`config.mk`:
```
export PLATFORM = sky130hd
export DESIGN_NAME = lidar_imu_timestamp_sync_top
export DESIGN_NICKNAME = d
export VERILOG_FILES = /design/src/rtl/core/lits_pkg.sv /design/src/rtl/core/lits_front.sv /design/src/rtl/core/lits_back.sv /design/src/rtl/core/lidar_imu_timestamp_sync_top.sv
export SDC_FILE = /design/constraint.sdc
export NUM_CORES = 2
export LEC_CHECK = 0
export BUFFER_PORTS_ARGS = -buffer_cell sky130_fd_sc_hd__buf_2
export CAP_MARGIN = 5
export CELL_PAD_IN_SITES_DETAIL_PLACEMENT = 0
export CELL_PAD_IN_SITES_GLOBAL_PLACEMENT = 1
export CORE_MARGIN = 5
export CORE_UTILIZATION = 56
export CTS_CLUSTER_SIZE = 20
export DETAILED_ROUTE_END_ITERATION = 10
export PLACE_DENSITY_LB_ADDON = 0.25
export SYNTH_ARGS = -nofsm -noshare
export SYNTH_HDL_FRONTEND = slang
export SYNTH_HIERARCHICAL = 1
export SYNTH_SLANG_ARGS = --single-unit
```
`constraint.sdc`:
```
create_clock -name clk -period 18.81 [get_ports clk]
set_input_delay 0.9405 -clock clk [delete_from_list [all_inputs] [get_ports clk]]
set_output_delay 0.9405 -clock clk [all_outputs]
set_load 0.005 [all_outputs]
```
`src/rtl/core/lits_pkg.sv`:
```
`timescale 1ns / 1ps
// ----------------------------------------------------------------------------
// lits_pkg
// Shared command codes, item kinds and the front-to-back control struct.
// ----------------------------------------------------------------------------
package lits_pkg;

    typedef logic [1:0] op_t;

    localparam op_t OP_PUSH_IMU   = 2'd0;
    localparam op_t OP_PUSH_LIDAR = 2'd1;
    localparam op_t OP_POLL       = 2'd2;
    localparam op_t OP_NONE       = 2'd3;

    localparam logic KIND_LIDAR = 1'b0;
    localparam logic KIND_IMU   = 1'b1;

    // Depth of the command queue between the front and back parts.
    localparam int CMD_DEPTH = 2;

    typedef struct packed {
        logic valid;
        op_t  op;
    } cmd_ctl_t;

endpackage

```
`src/rtl/core/lits_front.sv`:
```
`timescale 1ns / 1ps
// ----------------------------------------------------------------------------
// lits_front
// Accepts requests, drops unused codes and queues the rest for the back part.
// ----------------------------------------------------------------------------
module lits_front #(
    parameter int TIME_BITS = 48,
    parameter int TAG_BITS  = 32
) (
    input  logic                        clk,
    input  logic                        rst_n,
    input  logic                        in_valid,
    output logic                        in_ready,
    input  lits_pkg::op_t               mode,
    input  logic signed [TIME_BITS-1:0] stamp,
    input  logic signed [TIME_BITS-1:0] frame_end,
    input  logic [TAG_BITS-1:0]         tag,
    output lits_pkg::cmd_ctl_t          cmd,
    input  logic                        cmd_ready,
    output logic signed [TIME_BITS-1:0] cmd_stamp,
    output logic signed [TIME_BITS-1:0] cmd_end,
    output logic [TAG_BITS-1:0]         cmd_tag
);
    import lits_pkg::*;

    localparam int QW = $clog2(CMD_DEPTH);
    localparam int QCW = $clog2(CMD_DEPTH + 1);

    logic [QCW-1:0]              q_count_reg, q_count_next;
    logic [QW-1:0]               q_head_reg, q_head_next;
    logic [QW-1:0]               q_tail;
    op_t                         q_op_reg    [CMD_DEPTH];
    logic signed [TIME_BITS-1:0] q_stamp_reg [CMD_DEPTH];
    logic signed [TIME_BITS-1:0] q_end_reg   [CMD_DEPTH];
    logic [TAG_BITS-1:0]         q_tag_reg   [CMD_DEPTH];
    logic                        keep;
    logic                        enq;
    logic                        deq;

    always_comb
    begin
        unique case (mode) inside
            OP_PUSH_IMU, OP_PUSH_LIDAR, OP_POLL: keep = 1'b1;
            default:                             keep = 1'b0;
        endcase
    end

    assign in_ready = (q_count_reg != QCW'(CMD_DEPTH));
    assign enq      = in_valid && in_ready && keep;
    assign deq      = cmd.valid && cmd_ready;
    assign q_tail   = QW'((QCW'(q_head_reg) + q_count_reg) % QCW'(CMD_DEPTH));

    assign cmd.valid = (q_count_reg != '0);
    assign cmd.op    = q_op_reg[q_head_reg];
    assign cmd_stamp = q_stamp_reg[q_head_reg];
    assign cmd_end   = q_end_reg[q_head_reg];
    assign cmd_tag   = q_tag_reg[q_head_reg];

    always_comb
    begin
        q_count_next = q_count_reg + QCW'(enq) - QCW'(deq);
        q_head_next  = q_head_reg;
        if (deq)
        begin
            q_head_next = (q_head_reg == QW'(CMD_DEPTH - 1)) ? '0 : q_head_reg + 1'b1;
        end
    end

    always_ff @(posedge clk or negedge rst_n)
    begin
        if (!rst_n)
        begin
            q_count_reg <= '0;
            q_head_reg  <= '0;
        end
        else
        begin
            q_count_reg <= q_count_next;
            q_head_reg  <= q_head_next;
        end
    end

    always_ff @(posedge clk)
    begin
        if (enq)
        begin
            q_op_reg[q_tail]    <= mode;
            q_stamp_reg[q_tail] <= stamp;
            q_end_reg[q_tail]   <= frame_end;
            q_tag_reg[q_tail]   <= tag;
        end
    end

endmodule

```
`src/rtl/core/lits_back.sv`:
```
`timescale 1ns / 1ps
// ----------------------------------------------------------------------------
// lits_back
// Holds the IMU and lidar queues, executes pushes and polls, and streams
// each synced package through a registered output stage.
// ----------------------------------------------------------------------------
module lits_back #(
    parameter int IMU_DEPTH   = 32,
    parameter int LIDAR_DEPTH = 4,
    parameter int TIME_BITS   = 48,
    parameter int TAG_BITS    = 32
) (
    input  logic                        clk,
    input  logic                        rst_n,
    input  lits_pkg::cmd_ctl_t          cmd,
    output logic                        cmd_ready,
    input  logic signed [TIME_BITS-1:0] cmd_stamp,
    input  logic signed [TIME_BITS-1:0] cmd_end,
    input  logic [TAG_BITS-1:0]         cmd_tag,
    output logic                        out_valid,
    input  logic                        out_ready,
    output logic                        kind,
    output logic signed [TIME_BITS-1:0] out_stamp,
    output logic signed [TIME_BITS-1:0] out_end,
    output logic [TAG_BITS-1:0]         out_tag,
    output logic                        last
);
    import lits_pkg::*;

    localparam int IW  = $clog2(IMU_DEPTH);
    localparam int ICW = $clog2(IMU_DEPTH + 1);
    localparam int LW  = $clog2(LIDAR_DEPTH);
    localparam int LCW = $clog2(LIDAR_DEPTH + 1);

    localparam logic ST_IDLE  = 1'b0;
    localparam logic ST_DRAIN = 1'b1;

    function automatic logic time_lt(input logic signed [TIME_BITS-1:0] a,
                                     input logic signed [TIME_BITS-1:0] b);
        return a < b;
    endfunction

    function automatic logic [IW-1:0] imu_inc(input logic [IW-1:0] h);
        return (h == IW'(IMU_DEPTH - 1)) ? '0 : h + 1'b1;
    endfunction

    function automatic logic [LW-1:0] lidar_inc(input logic [LW-1:0] h);
        return (h == LW'(LIDAR_DEPTH - 1)) ? '0 : h + 1'b1;
    endfunction

    // Control state
    logic           state_reg, state_next;
    logic [IW-1:0]  imu_head_reg, imu_head_next;
    logic [ICW-1:0] imu_count_reg, imu_count_next;
    logic [LW-1:0]  lidar_head_reg, lidar_head_next;
    logic [LCW-1:0] lidar_count_reg, lidar_count_next;
    logic           pending_valid_reg, pending_valid_next;
    logic           out_valid_reg, out_valid_next;

    // Stores and payload registers
    logic signed [TIME_BITS-1:0] imu_time_mem   [IMU_DEPTH];
    logic [TAG_BITS-1:0]         imu_tag_mem    [IMU_DEPTH];
    logic signed [TIME_BITS-1:0] lidar_start_reg [LIDAR_DEPTH];
    logic signed [TIME_BITS-1:0] lidar_end_reg   [LIDAR_DEPTH];
    logic [TAG_BITS-1:0]         lidar_tag_reg   [LIDAR_DEPTH];
    logic signed [TIME_BITS-1:0] rd_time_reg;
    logic [TAG_BITS-1:0]         rd_tag_reg;
    logic signed [TIME_BITS-1:0] imu_newest_reg;
    logic signed [TIME_BITS-1:0] lidar_newest_reg;
    logic signed [TIME_BITS-1:0] pending_start_reg;
    logic signed [TIME_BITS-1:0] pending_end_reg;
    logic [TAG_BITS-1:0]         pending_tag_reg;
    logic                        held_kind_reg;
    logic signed [TIME_BITS-1:0] held_stamp_reg;
    logic signed [TIME_BITS-1:0] held_end_reg;
    logic [TAG_BITS-1:0]         held_tag_reg;
    logic                        out_kind_reg;
    logic signed [TIME_BITS-1:0] out_stamp_reg;
    logic signed [TIME_BITS-1:0] out_end_reg;
    logic [TAG_BITS-1:0]         out_tag_reg;
    logic                        out_last_reg;

    // IMU push datapath
    logic           imu_clear;
    logic [IW-1:0]  imu_push_head;
    logic [ICW-1:0] imu_push_count;
    logic [ICW:0]   imu_sum;
    logic [IW-1:0]  imu_slot;

    // Lidar push datapath
    logic           lidar_clear;
    logic [LW-1:0]  lidar_push_head;
    logic [LCW-1:0] lidar_push_count;
    logic [LCW:0]   lidar_sum;
    logic [LW-1:0]  lidar_slot;

    // Poll datapath
    logic signed [TIME_BITS-1:0] frame_start;
    logic signed [TIME_BITS-1:0] frame_stop;
    logic [TAG_BITS-1:0]         frame_tag;
    logic                        imu_hit;

    // Enables
    logic cmd_go;
    logic load_ok;
    logic imu_we;
    logic lidar_we;
    logic pend_latch;
    logic held_load_frame;
    logic held_load_imu;
    logic out_load;
    logic out_last_next;

    assign cmd_ready = (state_reg == ST_IDLE);
    assign cmd_go    = cmd.valid && cmd_ready;
    assign load_ok   = !out_valid_reg || out_ready;

    // A non-negative IMU time older than the newest sample restarts the queue.
    always_comb
    begin
        imu_clear = !cmd_stamp[TIME_BITS-1] && (imu_count_reg != '0)
                    && time_lt(cmd_stamp, imu_newest_reg);
        imu_push_head  = imu_clear ? '0 : imu_head_reg;
        imu_push_count = imu_clear ? '0 : imu_count_reg;
        if (imu_push_count == ICW'(IMU_DEPTH))
        begin
            imu_push_head  = imu_inc(imu_push_head);
            imu_push_count = ICW'(IMU_DEPTH - 1);
        end
        imu_sum  = (ICW+1)'(imu_push_head) + (ICW+1)'(imu_push_count);
        imu_slot = (imu_sum >= (ICW+1)'(IMU_DEPTH)) ? IW'(imu_sum - (ICW+1)'(IMU_DEPTH))
                                                    : IW'(imu_sum);
    end

    always_comb
    begin
        lidar_clear = (lidar_count_reg != '0) && time_lt(cmd_stamp, lidar_newest_reg);
        lidar_push_head  = lidar_clear ? '0 : lidar_head_reg;
        lidar_push_count = lidar_clear ? '0 : lidar_count_reg;
        if (lidar_push_count == LCW'(LIDAR_DEPTH))
        begin
            lidar_push_head  = lidar_inc(lidar_push_head);
            lidar_push_count = LCW'(LIDAR_DEPTH - 1);
        end
        lidar_sum  = (LCW+1)'(lidar_push_head) + (LCW+1)'(lidar_push_count);
        lidar_slot = (lidar_sum >= (LCW+1)'(LIDAR_DEPTH))
                     ? LW'(lidar_sum - (LCW+1)'(LIDAR_DEPTH)) : LW'(lidar_sum);
    end

    // The frame a poll works on: the pending copy, or the lidar front when none is held.
    assign frame_start = pending_valid_reg ? pending_start_reg : lidar_start_reg[lidar_head_reg];
    assign frame_stop  = pending_valid_reg ? pending_end_reg   : lidar_end_reg[lidar_head_reg];
    assign frame_tag   = pending_valid_reg ? pending_tag_reg   : lidar_tag_reg[lidar_head_reg];

    assign imu_hit = (imu_count_reg != '0) && time_lt(rd_time_reg, pending_end_reg);

    always_comb
    begin
        state_next         = state_reg;
        imu_head_next      = imu_head_reg;
        imu_count_next     = imu_count_reg;
        lidar_head_next    = lidar_head_reg;
        lidar_count_next   = lidar_count_reg;
        pending_valid_next = pending_valid_reg;
        imu_we             = 1'b0;
        lidar_we           = 1'b0;
        pend_latch         = 1'b0;
        held_load_frame    = 1'b0;
        held_load_imu      = 1'b0;
        out_load           = 1'b0;
        out_last_next      = 1'b0;

        unique case (state_reg)
            ST_IDLE:
            begin
                if (cmd_go)
                begin
                    case (cmd.op)
                        OP_PUSH_IMU:
                        begin
                            imu_we         = 1'b1;
                            imu_head_next  = imu_push_head;
                            imu_count_next = imu_push_count + 1'b1;
                        end
                        OP_PUSH_LIDAR:
                        begin
                            lidar_we         = 1'b1;
                            lidar_head_next  = lidar_push_head;
                            lidar_count_next = lidar_push_count + 1'b1;
                        end
                        OP_POLL:
                        begin
                            if (imu_count_reg != '0 && lidar_count_reg != '0)
                            begin
                                pend_latch         = !pending_valid_reg;
                                pending_valid_next = 1'b1;
                                if (!time_lt(imu_newest_reg, frame_stop))
                                begin
                                    held_load_frame = 1'b1;
                                    state_next      = ST_DRAIN;
                                end
                            end
                        end
                        default:
                        begin
                        end
                    endcase
                end
            end
            ST_DRAIN:
            begin
                // The held item goes out once we know whether another follows it.
                if (load_ok)
                begin
                    out_load      = 1'b1;
                    out_last_next = !imu_hit;
                    if (imu_hit)
                    begin
                        held_load_imu  = 1'b1;
                        imu_head_next  = imu_inc(imu_head_reg);
                        imu_count_next = imu_count_reg - 1'b1;
                    end
                    else
                    begin
                        lidar_head_next    = lidar_inc(lidar_head_reg);
                        lidar_count_next   = lidar_count_reg - 1'b1;
                        pending_valid_next = 1'b0;
                        state_next         = ST_IDLE;
                    end
                end
            end
            default:
            begin
                state_next = ST_IDLE;
            end
        endcase

        out_valid_next = out_load || (out_valid_reg && !out_ready);
    end

    always_ff @(posedge clk or negedge rst_n)
    begin
        if (!rst_n)
        begin
            state_reg         <= ST_IDLE;
            imu_head_reg      <= '0;
            imu_count_reg     <= '0;
            lidar_head_reg    <= '0;
            lidar_count_reg   <= '0;
            pending_valid_reg <= 1'b0;
            out_valid_reg     <= 1'b0;
        end
        else
        begin
            state_reg         <= state_next;
            imu_head_reg      <= imu_head_next;
            imu_count_reg     <= imu_count_next;
            lidar_head_reg    <= lidar_head_next;
            lidar_count_reg   <= lidar_count_next;
            pending_valid_reg <= pending_valid_next;
            out_valid_reg     <= out_valid_next;
        end
    end

    // IMU store: one write port, one registered read port that follows the head.
    always_ff @(posedge clk)
    begin
        if (imu_we)
        begin
            imu_time_mem[imu_slot] <= cmd_stamp;
            imu_tag_mem[imu_slot]  <= cmd_tag;
        end
        rd_time_reg <= imu_time_mem[imu_head_next];
        rd_tag_reg  <= imu_tag_mem[imu_head_next];
    end

    always_ff @(posedge clk)
    begin
        if (imu_we)
        begin
            imu_newest_reg <= cmd_stamp;
        end
        if (lidar_we)
        begin
            lidar_start_reg[lidar_slot] <= cmd_stamp;
            lidar_end_reg[lidar_slot]   <= cmd_end;
            lidar_tag_reg[lidar_slot]   <= cmd_tag;
            lidar_newest_reg            <= cmd_stamp;
        end
        if (pend_latch)
        begin
            pending_start_reg <= lidar_start_reg[lidar_head_reg];
            pending_end_reg   <= lidar_end_reg[lidar_head_reg];
            pending_tag_reg   <= lidar_tag_reg[lidar_head_reg];
        end
        if (held_load_frame)
        begin
            held_kind_reg  <= KIND_LIDAR;
            held_stamp_reg <= frame_start;
            held_end_reg   <= frame_stop;
            held_tag_reg   <= frame_tag;
        end
        else if (held_load_imu)
        begin
            held_kind_reg  <= KIND_IMU;
            held_stamp_reg <= rd_time_reg;
            held_end_reg   <= '0;
            held_tag_reg   <= rd_tag_reg;
        end
        if (out_load)
        begin
            out_kind_reg  <= held_kind_reg;
            out_stamp_reg <= held_stamp_reg;
            out_end_reg   <= held_end_reg;
            out_tag_reg   <= held_tag_reg;
            out_last_reg  <= out_last_next;
        end
    end

    assign out_valid = out_valid_reg;
    assign kind      = out_kind_reg;
    assign out_stamp = out_stamp_reg;
    assign out_end   = out_end_reg;
    assign out_tag   = out_tag_reg;
    assign last      = out_last_reg;

endmodule

```
`src/rtl/core/lidar_imu_timestamp_sync_top.sv`:
```
`timescale 1ns / 1ps
// ----------------------------------------------------------------------------
// lidar_imu_timestamp_sync_top
// Pairs queued lidar frames with the IMU samples that precede their end time.
// ----------------------------------------------------------------------------
// Requests enter a two-entry command queue and are executed one at a time by
// the back part. A poll first decides whether a package is ready; if so, it
// streams the frame and each IMU sample before the frame end at one item per
// cycle while the output is not stalled, limited by the single registered read
// port of the IMU store. Requests keep queueing in front while a package
// drains, until the command queue fills.
module lidar_imu_timestamp_sync_top #(
    parameter int IMU_DEPTH   = 32,
    parameter int LIDAR_DEPTH = 4,
    parameter int TIME_BITS   = 48,
    parameter int TAG_BITS    = 32
) (
    input  logic                        clk,
    input  logic                        rst_n,
    input  logic                        in_valid,
    output logic                        in_ready,
    input  lits_pkg::op_t               mode,
    input  logic signed [TIME_BITS-1:0] stamp,
    input  logic signed [TIME_BITS-1:0] frame_end,
    input  logic [TAG_BITS-1:0]         tag,
    output logic                        out_valid,
    input  logic                        out_ready,
    output logic                        kind,
    output logic signed [TIME_BITS-1:0] out_stamp,
    output logic signed [TIME_BITS-1:0] out_end,
    output logic [TAG_BITS-1:0]         out_tag,
    output logic                        last
);
    import lits_pkg::*;

    cmd_ctl_t                    cmd;
    logic                        cmd_ready;
    logic signed [TIME_BITS-1:0] cmd_stamp;
    logic signed [TIME_BITS-1:0] cmd_end;
    logic [TAG_BITS-1:0]         cmd_tag;

    lits_front #(
        .TIME_BITS (TIME_BITS),
        .TAG_BITS  (TAG_BITS)
    ) u_front (
        .clk       (clk),
        .rst_n     (rst_n),
        .in_valid  (in_valid),
        .in_ready  (in_ready),
        .mode      (mode),
        .stamp     (stamp),
        .frame_end (frame_end),
        .tag       (tag),
        .cmd       (cmd),
        .cmd_ready (cmd_ready),
        .cmd_stamp (cmd_stamp),
        .cmd_end   (cmd_end),
        .cmd_tag   (cmd_tag)
    );

    lits_back #(
        .IMU_DEPTH   (IMU_DEPTH),
        .LIDAR_DEPTH (LIDAR_DEPTH),
        .TIME_BITS   (TIME_BITS),
        .TAG_BITS    (TAG_BITS)
    ) u_back (
        .clk       (clk),
        .rst_n     (rst_n),
        .cmd       (cmd),
        .cmd_ready (cmd_ready),
        .cmd_stamp (cmd_stamp),
        .cmd_end   (cmd_end),
        .cmd_tag   (cmd_tag),
        .out_valid (out_valid),
        .out_ready (out_ready),
        .kind      (kind),
        .out_stamp (out_stamp),
        .out_end   (out_end),
        .out_tag   (out_tag),
        .last      (last)
    );

endmodule

```
==> results.py <==
metrics = {
    "route": {
        "dr_total_vias": 73970,
        "drcViolationCount": 0,
        "viasPerCell": 6.548,
        "drt_wl_total_mm": 380.0,
        "drt_iter0_drc": 9581,
        "firstDrtPassIters": 5,
        "wl_per_cell_um": 33.64,
        "antenna_left": 0,
    },
    "synthesis": {
        "synth_edf_count": 3814,
        "synth_cell_types": 74,
        "avgSynthCellArea_um2": 21.62,
        "synth_top_area_cell": "edfxtp_1",
        "synth_ff_type": "edfxtp_1",
        "yosys-top-cells-area": "edfxtp_1 (77%), mux4_2 (12%), mux2_2 (2.2%)",
        "ys_ff_latch": 3917,
        "ys_seq_area_frac": 0.7802,
        "yosysWarningCount": 6,
        "synthesis.area_mm2": 0.1496,
        "synth_top_area_share": 0.7657,
        "syn-num-nets": 7259,
        "async_reset_ff_frac": 0.005617,
        "synthCells": 6918,
    },
    "clock_tree": {
        "cts_sinks": 3917,
        "path_clk_slew_ps": 80,
        "htree_num_levels": 5,
        "cts_buffer_depth": 4,
        "cts_tree": "yes",
        "cts-root-buf": "clkbuf_16",
        "clk_latency_ps": 980,
        "numCtsBuffers": 386,
        "cts.repair.resized": 0,
    },
    "critical_path": {
        "r2r-start": "u_front/q_head_reg$_DFFE_PN0P_",
        "path_max_fanout": 120,
        "criticalPathCategory": "flop to flop",
        "start_kind": "flop",
        "crit_start": "u_front/q_head_reg$_DFFE_PN0P_",
        "critPathCaptureType": "flop",
        "critPathArrivalTime_ps": 11670,
        "rrSetupSlack_ps": 7900,
        "required_ps": 19570,
    },
    "floorplan": {
        "die_w_um": 526.8,
        "rows": 189,
        "die_h_um": 526.8,
        "core_mm2": 0.2656,
        "start_util": 0.5632,
        "die_area_mm2": 0.2775,
        "ios": 266,
    },
    "final_layout": {
        "mostFrequentLayoutCell": "edfxtp_1",
        "nNetsFinal": 7766,
        "top_regs": "u_back/imu_time_mem x1536, u_back/imu_tag_mem x1024",
        "instances_no_fill": 11300,
        "final_cell_mix": "edfxtp_1 (3814), mux4_2 (764), clkbuf_16 (387)",
        "largest_register_ff_count": 1536,
        "drive_gt1_frac": 0.2781,
        "area_delta_synth_final_pct": 12.97,
        "largest-register": "u_back/imu_time_mem",
        "fill_cells": 17650,
    },
    "global_route": {
        "grt_max_degree": 161,
        "grt_pass1_wl_mm": 545.2,
        "grt_pass1_vias": 74650,
        "antenna_found_initial": 9,
        "grt_use_total": 0.2737,
        "overflow": 0,
    },
    "placement": {
        "hpwl_mm": 203.5,
        "dp.cells": 10570,
        "port_buffers": 265,
        "gp_congestion": 0.8286,
    },
    "power": {
        "p_total_mw": 30.75,
        "peakVddDrop_v": 0.0002363,
        "switchingPower_mw": 10.07,
        "p_int_mw": 20.68,
        "power_frac_clock": 0.256,
        "powerDensity_mw_per_mm2": 182.0,
        "combPwrFrac": 0.335,
        "swShare": 0.3275,
        "p_seq_frac": 0.409,
        "power.leakage_nw": 55.17,
    },
    "sta": {
        "finalClockSkew_ps": 84.85,
        "finalSetupViolations": 0,
        "rsz0062_at_grt": "false",
        "timing.fmax_mhz": 91.66,
        "setup_tns_ps": 0,
        "period_minus_slack_ps": 10910,
        "fin_hold_ws_ps": 167.5,
        "slew-limit-headroom": 0.1721,
        "hold_violations": 0,
        "tightest_slew_ps": 1239,
        "finalCritPeriodShare": 0.5800,
        "drv_slew": 0,
    },
    "run_status": {
        "outcome": "finished, final reports clean",
    },
    "worst_hold_path": {
        "min_from": "stamp[19]",
        "hold_class": "primary input to flop",
    },
    "job": {
        "maxCapViolations": 0,
    },
}
## worst max-delay path, cell delays in order (launching register included)
cell and delay (ps):
dfrtp_4 710, buf_4 710, buf_4 780, mux2_2 680
ha_1 420, nand4_1 210, nor4_1 770, o31a_1 420
o211ai_2 210, and3_1 370, nor2_1 130, ha_1 160
or3_1 120, o311a_1 180, o221ai_2 250, clkinv_8 600
buf_4 860, buf_4 910, buf_4 940, mux4_2 420
and3_1 190, a31oi_1 200, nand4_1 140
## what timing repair did
| action | CTS | global route |
|---|---|---|
| hold buffers | 1 | 0 |
| hold endpoints to repair | 1 | 0 |
| buffers inserted | 0 | 0 |
## cell families after synthesis
logic type,count (synthesis),share of synthesized area
XOR/XNOR,20,0.001171
AO/OA/AOI/OAI,548,0.02490
multiplexers,1109,0.1406
buffers and inverters,496,0.01353
adder cells (fa/ha/maj),207,0.01737
flip-flops,3917,0.7802
AND/OR/NAND/NOR,621,0.02223
## area by class of cell
type                    instances  area [µm²]  share of cell area
flip-flops and latches       3917      116700              0.6907
clock inverters               236        2924             0.01730
multi-input cells            2505       31240              0.1849
clock buffers                 486       10170             0.06016
inverters                     165       649.4            0.003843
diodes                          4       10.01          0.00005924
repair buffers                450        2843             0.01682
well taps                    3533        4420             0.02616
## through the flow
stage	setup slack, ps	cell area [µm²]	utilization
3_5_place_dp	7843	155900	0.5869
4_1_cts	7734	169000	0.6362
5_1_grt	7379	169000	0.6363
3_3_place_gp	7891	155900	0.5869
2_1_floorplan	5624	149600	-
6_report	7901	169000	0.6363
## power by group through the flow
stage / Combinational, mW / Clock [mW] / Sequential [mW]
2_1_floorplan: 7.06 / 0 / 12.7
3_3_place_gp: 10.2 / 0 / 12.7
3_5_place_dp: 10.3 / 0 / 12.8
4_1_cts: 10.4 / 8.00 / 12.6
5_1_grt: 11.0 / 8.41 / 12.7
6_report: 10.3 / 7.88 / 12.6
## cells in the mapped netlist (43+ instances only)
cell         n
nand2_1     76
ha_1       206
a31oi_1    161
nor2_1     140
a22oi_1    161
inv_1      160
mux2i_1     53
edfxtp_1  3814
a21oi_1     67
dfxtp_1     81
and3_1     167
o21ai_0     43
mux2_2     292
buf_2       81
mux4_2     764
nand4_1    121
clkbuf_1   214
## path summary, 6_finish.rpt
path / cells past startpoint / end
hold / removal: 1 / u_front/q_stamp_reg[0][19]$_DFFE_PP_
setup / recovery: 22 / u_back/rd_tag_reg[8]$_DFF_P_
max in group asynchronous: 2 / u_front/q_head_reg$_DFFE_PN0P_
hold reg to reg: 0 / u_back/out_end[36]$_DFFE_PP_
setup reg to reg: 22 / u_back/rd_tag_reg[8]$_DFF_P_
min in group asynchronous: 2 / u_back/lidar_head_reg[0]$_DFFE_PN0P_
## routing by layer
layer,global-route usage,part of all wire
met1,0.3913,0.38
met2,0.4408,0.49
met3,0.03861,0.088
met4,0.09738,0.042
met5,0,0.000034
Note: power is estimated with default switching activity, not from simulation.
